**src/hw/rtl/bqs_pkg.sv**
```systemverilog
// shared types, widths and constants of the smoothed biquad
`default_nettype none

package bqs_pkg;

  // field widths and fixed point formats
  localparam int SAMPLE_BITS = 24;
  localparam int COEF_BITS   = 32;
  localparam int COEF_FRAC   = COEF_BITS - 5;
  localparam int RAW_BITS    = 32;
  localparam int KEEP_BITS   = 16;
  localparam int NUM_COEF    = 5;
  localparam int LANE_W      = 3;

  // quotient: integer bits of raw/a0 before saturation, and bits produced per lane
  localparam int QI_BITS    = COEF_BITS - 1 - COEF_FRAC;
  localparam int DIV_STEPS  = QI_BITS + COEF_FRAC + 1;
  localparam int DIV_CNT_W  = $clog2(DIV_STEPS);
  localparam int DIV_REM_W  = RAW_BITS - 1;
  localparam int DIV_CMP_W  = RAW_BITS - 1 + QI_BITS;

  // shared multiplier: coefficient or coefficient step times sample or keep complement
  localparam int MUL_A_W = COEF_BITS + 1;
  localparam int MUL_B_W = (SAMPLE_BITS > KEEP_BITS + 1) ? SAMPLE_BITS : KEEP_BITS + 2;
  localparam int MUL_P_W = MUL_A_W + MUL_B_W;
  localparam int RND_W   = MUL_P_W - COEF_FRAC;
  localparam int ACC_W   = COEF_BITS + 2;
  localparam int GLIDE_W = COEF_BITS + KEEP_BITS + 2;

  // constants
  localparam logic signed [COEF_BITS-1:0] COEF_ONE = COEF_BITS'(1) << COEF_FRAC;
  localparam logic [COEF_BITS-1:0] COEF_MAX_U = {1'b0, {(COEF_BITS-1){1'b1}}};
  localparam logic signed [MUL_P_W-1:0] RND_HALF    = MUL_P_W'(1) << (COEF_FRAC - 1);
  localparam logic signed [MUL_P_W-1:0] RND_HALF_M1 = RND_HALF - MUL_P_W'(1);
  localparam logic signed [GLIDE_W-1:0] GLIDE_HALF  = GLIDE_W'(1) << (KEEP_BITS - 1);
  localparam logic [KEEP_BITS:0] KEEP_ONE = {1'b1, {KEEP_BITS{1'b0}}};
  localparam logic [KEEP_BITS:0] KEEP_COMP_RESET = KEEP_ONE - (KEEP_BITS+1)'(65470);

  // saturation limits in accumulator width
  localparam logic signed [ACC_W-1:0] Y_MAX =
    ACC_W'((64'sd1 <<< (SAMPLE_BITS - 1)) - 64'sd1);
  localparam logic signed [ACC_W-1:0] Y_MIN = ACC_W'(-(64'sd1 <<< (SAMPLE_BITS - 1)));
  localparam logic signed [ACC_W-1:0] D_MAX =
    ACC_W'((64'sd1 <<< (COEF_BITS - 1)) - 64'sd1);
  localparam logic signed [ACC_W-1:0] D_MIN = ACC_W'(-(64'sd1 <<< (COEF_BITS - 1)));

  // coefficient slots
  localparam logic [LANE_W-1:0] CI_B0 = 3'd0;
  localparam logic [LANE_W-1:0] CI_B1 = 3'd1;
  localparam logic [LANE_W-1:0] CI_B2 = 3'd2;
  localparam logic [LANE_W-1:0] CI_A1 = 3'd3;
  localparam logic [LANE_W-1:0] CI_A2 = 3'd4;

  typedef enum logic [3:0] {
    ST_IDLE,
    ST_CHECK,
    ST_F_MUL,
    ST_F_RND,
    ST_F_ACC,
    ST_DIV,
    ST_QFIN,
    ST_DIFF,
    ST_G_MUL,
    ST_G_ADD,
    ST_DONE
  } bqs_state_t;

  // filter product steps, in evaluation order
  typedef enum logic [2:0] {
    FS_B0X,
    FS_B1X,
    FS_A1Y,
    FS_B2X,
    FS_A2Y
  } bqs_fstep_t;

  typedef struct packed {
    logic             load;
    logic             div_init;
    logic             div_step;
    logic             q_fin;
    logic             diff_load;
    logic             mul_glide;
    logic             use_y;
    logic             f_rnd;
    logic             f_acc;
    logic             g_add;
    logic             out_load;
    bqs_fstep_t       step;
    logic [LANE_W-1:0] lane;
  } bqs_cmd_t;

  typedef struct packed {
    logic mode;
    logic bad;
  } bqs_stat_t;

  // coefficient used by each filter step
  function automatic logic [LANE_W-1:0] step_coef(input bqs_fstep_t s);
    logic [LANE_W-1:0] c;
    case (s)
      FS_B0X:  c = CI_B0;
      FS_B1X:  c = CI_B1;
      FS_A1Y:  c = CI_A1;
      FS_B2X:  c = CI_B2;
      FS_A2Y:  c = CI_A2;
      default: c = CI_B0;
    endcase
    return c;
  endfunction

endpackage

`default_nettype wire

```
**src/hw/rtl/bqs_ctrl.sv**
```systemverilog
// sequencer for filter steps, coefficient division and glide updates
`default_nettype none

module bqs_ctrl import bqs_pkg::*; (
  input  logic      clk,
  input  logic      rst,
  input  logic      in_valid,
  output logic      in_ready,
  output logic      out_valid,
  input  logic      out_ready,
  input  bqs_stat_t stat,
  output bqs_cmd_t  cmd
);

  bqs_state_t           state, state_next;
  bqs_fstep_t           step, step_next;
  logic [DIV_CNT_W-1:0] div_cnt, div_cnt_next;
  logic [LANE_W-1:0]    gl_lane, gl_lane_next;
  logic                 out_valid_next;
  logic                 out_free;

  assign out_free = !out_valid || out_ready;

  // control registers
  always_ff @(posedge clk) begin
    if (rst) begin
      state     <= ST_IDLE;
      step      <= FS_B0X;
      div_cnt   <= '0;
      gl_lane   <= '0;
      out_valid <= 1'b0;
    end else begin
      state     <= state_next;
      step      <= step_next;
      div_cnt   <= div_cnt_next;
      gl_lane   <= gl_lane_next;
      out_valid <= out_valid_next;
    end
  end

  // next state and counters
  always_comb begin
    state_next   = state;
    step_next    = step;
    div_cnt_next = div_cnt;
    gl_lane_next = gl_lane;
    case (state)
      ST_IDLE: begin
        if (in_valid) begin
          state_next = ST_CHECK;
        end
      end
      ST_CHECK: begin
        step_next    = FS_B0X;
        div_cnt_next = '0;
        gl_lane_next = '0;
        if (!stat.mode) begin
          state_next = ST_F_MUL;
        end else if (stat.bad) begin
          state_next = ST_DONE;
        end else begin
          state_next = ST_DIV;
        end
      end
      ST_F_MUL: state_next = ST_F_RND;
      ST_F_RND: state_next = ST_F_ACC;
      ST_F_ACC: begin
        state_next = ST_F_MUL;
        case (step)
          FS_B0X:  step_next = FS_B1X;
          FS_B1X:  step_next = FS_A1Y;
          FS_A1Y:  step_next = FS_B2X;
          FS_B2X:  step_next = FS_A2Y;
          FS_A2Y:  state_next = ST_DONE;
          default: state_next = ST_DONE;
        endcase
      end
      ST_DIV: begin
        div_cnt_next = div_cnt + DIV_CNT_W'(1);
        if (div_cnt == DIV_CNT_W'(DIV_STEPS - 1)) begin
          state_next = ST_QFIN;
        end
      end
      ST_QFIN: state_next = ST_DIFF;
      ST_DIFF: state_next = ST_G_MUL;
      ST_G_MUL: state_next = ST_G_ADD;
      ST_G_ADD: begin
        if (gl_lane == LANE_W'(NUM_COEF - 1)) begin
          state_next = ST_DONE;
        end else begin
          gl_lane_next = gl_lane + LANE_W'(1);
          state_next   = ST_G_MUL;
        end
      end
      ST_DONE: begin
        if (out_free) begin
          state_next = ST_IDLE;
        end
      end
      default: state_next = ST_IDLE;
    endcase
  end

  // commands and handshake outputs
  always_comb begin
    cmd            = '0;
    cmd.step       = step;
    cmd.lane       = gl_lane;
    cmd.use_y      = (step == FS_A1Y) || (step == FS_A2Y);
    in_ready       = 1'b0;
    out_valid_next = out_valid && !out_ready;
    case (state)
      ST_IDLE: begin
        in_ready = 1'b1;
        cmd.load = in_valid;
      end
      ST_CHECK: cmd.div_init = stat.mode && !stat.bad;
      ST_F_MUL: cmd.lane = step_coef(step);
      ST_F_RND: cmd.f_rnd = 1'b1;
      ST_F_ACC: cmd.f_acc = 1'b1;
      ST_DIV:   cmd.div_step = 1'b1;
      ST_QFIN:  cmd.q_fin = 1'b1;
      ST_DIFF:  cmd.diff_load = 1'b1;
      ST_G_MUL: cmd.mul_glide = 1'b1;
      ST_G_ADD: cmd.g_add = 1'b1;
      ST_DONE: begin
        if (out_free) begin
          cmd.out_load   = 1'b1;
          out_valid_next = 1'b1;
        end
      end
      default: cmd = '0;
    endcase
  end

endmodule

`default_nettype wire

```
**config.mk**
```make
export PLATFORM = sky130hd
export DESIGN_NAME = bqs_ctrl
export DESIGN_NICKNAME = d
export VERILOG_FILES = /design/src/hw/rtl/bqs_pkg.sv /design/src/hw/rtl/bqs_ctrl.sv
export SDC_FILE = /design/constraint.sdc
export NUM_CORES = 1
export LEC_CHECK = 0
export BUFFER_PORTS_ARGS = -buffer_cell sky130_fd_sc_hd__buf_2
export CORE_MARGIN = 4
export CORE_UTILIZATION = 57
export CTS_CLUSTER_SIZE = 12
export DETAILED_ROUTE_END_ITERATION = 12
export PLACE_DENSITY_LB_ADDON = 0.15
export SYNTH_ARGS = -nofsm -noshare
export SYNTH_HDL_FRONTEND = slang
export SYNTH_SLANG_ARGS = --single-unit
```
**constraint.sdc**
```tcl
create_clock -name clk -period 2.1 [get_ports clk]
set_input_delay 0.315 -clock clk [delete_from_list [all_inputs] [get_ports clk]]
set_output_delay 0.315 -clock clk [all_outputs]
set_load 0.1 [all_outputs]
```
==> metrics.cfg <==
[outcome]
status = finished clean

[route]
post_drt_wl_per_cell_um = 18.4
drc = 0
drtIter0Drc = 108
vias = 1229
viasPerCell = 6.40
firstDrtPassIters = 7
ant_nets = 0
drt-total-wl_um = 3530

[synthesis]
avgSynthCellArea_um2 = 7.76
yosys_warnings = 0
synthFlopType = dfxtp_1
yosysUniqueCellTypes = 44
postSynthCellCount = 146
synth_seq_area_share_pct = 28.3
async_flop_share_pct = 0
synth_seq_cells = 16
syn_area_um2 = 1130
synth_edf_count = 0
synth_nets = 156

[cts]
cts_made_buffers = 3
cts_sinks = 16
clk_latency_ns = 0.31
cts_hold_buf = 0
htree_levels = 1
tritoncts = built
clockBufferDepth = 2
cts-root-buf = clkbuf_4
clk_pin_slew_worst_paths_ns = 0.12

[critical_path]
rrSetupSlack_ns = 0.44
end_kind = output port
worst_path_largest_cell_delay_ns = 0.41
r2r_cells = 6
worstPathRequired_ns = 1.78
cp_slowest_cell = dfxtp_2
timing.rr.start = state[2]
cp_max_fo = 12
cp-start-kind = register
critPathKind = register to output port
r2r_end = step[0]
path_cells = or2_1, buf_4, nor3_2, a22o_1, buf_12
crit_arrival_ns = 1.75

[placed_design]
place_area_um2 = 1530
io_buffers = 24
dp_hpwl_um = 2340
dp_cells = 187
place.gp.congestion = 0.894

[cells_and_area]
multiInputGateArea_um2 = 759
final_cell_mix = buf_12 (16), dfxtp_1 (12), nor2_1 (11), nand2_1 (11), a21oi_1 (11)
drive_gt1_share_pct = 34.1
area_delta_synth_final_pct = 41.0
fin_util_pct = 88.6
final_cells = 192
antenna_cells = 0
ff_latch_area_um2 = 328
nNetsFinal = 178
layout_commonest_cell = buf_12
fill_cells = 87
design_area_um2 = 1600

[sta]
final-setup-viol-count = 0
slew_headroom_pct = 65.7
period_share_pct = 98.2
tns_ns = 0
hold_viol_final = 0
fin_crit_ns = 2.06
worst_pin_slew_ns = 0.513
skew_ns = 0.0176
max_freq_ghz = 0.485
slew_violations = 0

[job]
cap_viol_max_count = 0

[pwr]
ir_drop_mv = 0.523
power_density_nw_per_um2 = 563
p_total_uw = 899
p_leak_uw = 0.000599

[die]
io_pins = 25
die_w_um = 52.6
die_area_um2 = 2760
coreArea_um2 = 1800
fp-row-count = 15
start_util_pct = 62.8
die_h_um = 52.6

[global_route]
use_met3_pct = 3.13
overflow = 0
antenna_found_initial = 0
grt_usage_pct = 27.2
grt_max_degree = 21
grt_pass1_wl_um = 5470
grt_util_met1_pct = 34.8
grt.met2_usage_pct = 45.5
grt_pass1_vias = 1133
grt-busiest-layer = met2

[worst_hold_path]
worstHoldStart = rst
hold_class = primary input to register
hold_depth = 2
min_to = step[1]

==> critical path: cells and delay by family (launching register included) <==
family          cells  cell delay [ns]
simple gates        2             0.47
flops               1             0.41
buf+inv             2             0.35
compound gates      1             0.22
==> logic make-up (layout without fill, tap and decap cells) <==
group                    Yosys count  count (layout)  synth area share, %
buffers and inverters             20              41                 9.50
XOR/XNOR                           3               3                 2.32
adder cells (fa/ha/maj)            4               4                 4.42
AND/OR/NAND/NOR                   65              65                 32.2
AO/OA/AOI/OAI                     36              36                 21.5
flip-flops                        16              16                 28.3
multiplexers                       2               2                 1.77
==> metal layers <==
layer | up-vias | wire length (µm)
li1 | 562 | -
met1 | 572 | 1390
met2 | 79 | 1700
met3 | 16 | 325
met4 | 0 | 110
met5 | - | 0
==> repair_timing <==
action,4_1_cts,5_1_grt
resized for setup,5,5
buffers inserted,0,1
endpoints found under the setup margin,14,7
==> area by class of cell <==
type,instances,area share [%]
Tap cell,25,1.96
Multi-Input combinational cell,110,47.6
Inverter,5,1.18
Timing Repair Buffer,32,26.5
Sequential cell,16,20.5
Clock buffer,4,2.27
==> registers in the layout, indices dropped and copies added, names as in the netlist <==
name       cells
gl_lane        3
step           3
out_valid      1
state          4
div_cnt        5
==> metrics by stage <==
stage	worst slack [ns]	hold WS [ns]
2_1_floorplan	-0.266	0.436
3_3_place_gp	0.272	0.445
5_1_grt	-0.00243	0.397
6_report	0.0370	0.391
3_5_place_dp	0.158	0.468
4_1_cts	0.00755	0.373
==> worst max-delay path by stage <==
stage / start / endpoint / slack (ns) / depth (start not counted)
2_1_floorplan: state[3] / cmd[11] / -0.27 / 3
3_3_place_gp: state[3] / cmd[1] / 0.27 / 4
3_5_place_dp: state[0] / cmd[1] / 0.16 / 5
4_1_cts: state[0] / cmd[1] / 0.008 / 5
5_1_grt: state[0] / cmd[6] / -0.002 / 5
6_report: state[2] / cmd[1] / 0.04 / 5
==> Yosys cell counts (2+ instances only) <==
cell       n  share of area [%]
dfxtp_1   16                 28
inv_1      5                1.7
a22o_1     2                1.5
nand3b_1   2                1.3
a21oi_1   11                4.9
nor3_1     6                2.7
a32oi_1    3                2.3
nand2b_1   5                2.8
ha_1       4                4.4
nand2_1   11                3.6
o21ai_0    4                1.8
xnor2_1    2                1.5
clkbuf_1   6                2.0
nor3b_1    2                1.3
and3_1     2                1.1
and2_1     3                1.7
o22ai_1    2                1.1
buf_2      5                2.2
nor2b_1    2                1.1
or2_1      2                1.1
buf_6      3                3.0
nand4_1    3                1.7
nor2_1    15                5.0
mux2i_1    2                1.8
o21ai_1    3                1.3
nand3_1    7                3.1
==> power breakdown <==
part	internal (µW)	switching, µW
registers	314	32.1
clock network	106	117
logic	110	219
total	530	369
Note: power is estimated with default switching activity, not from simulation.
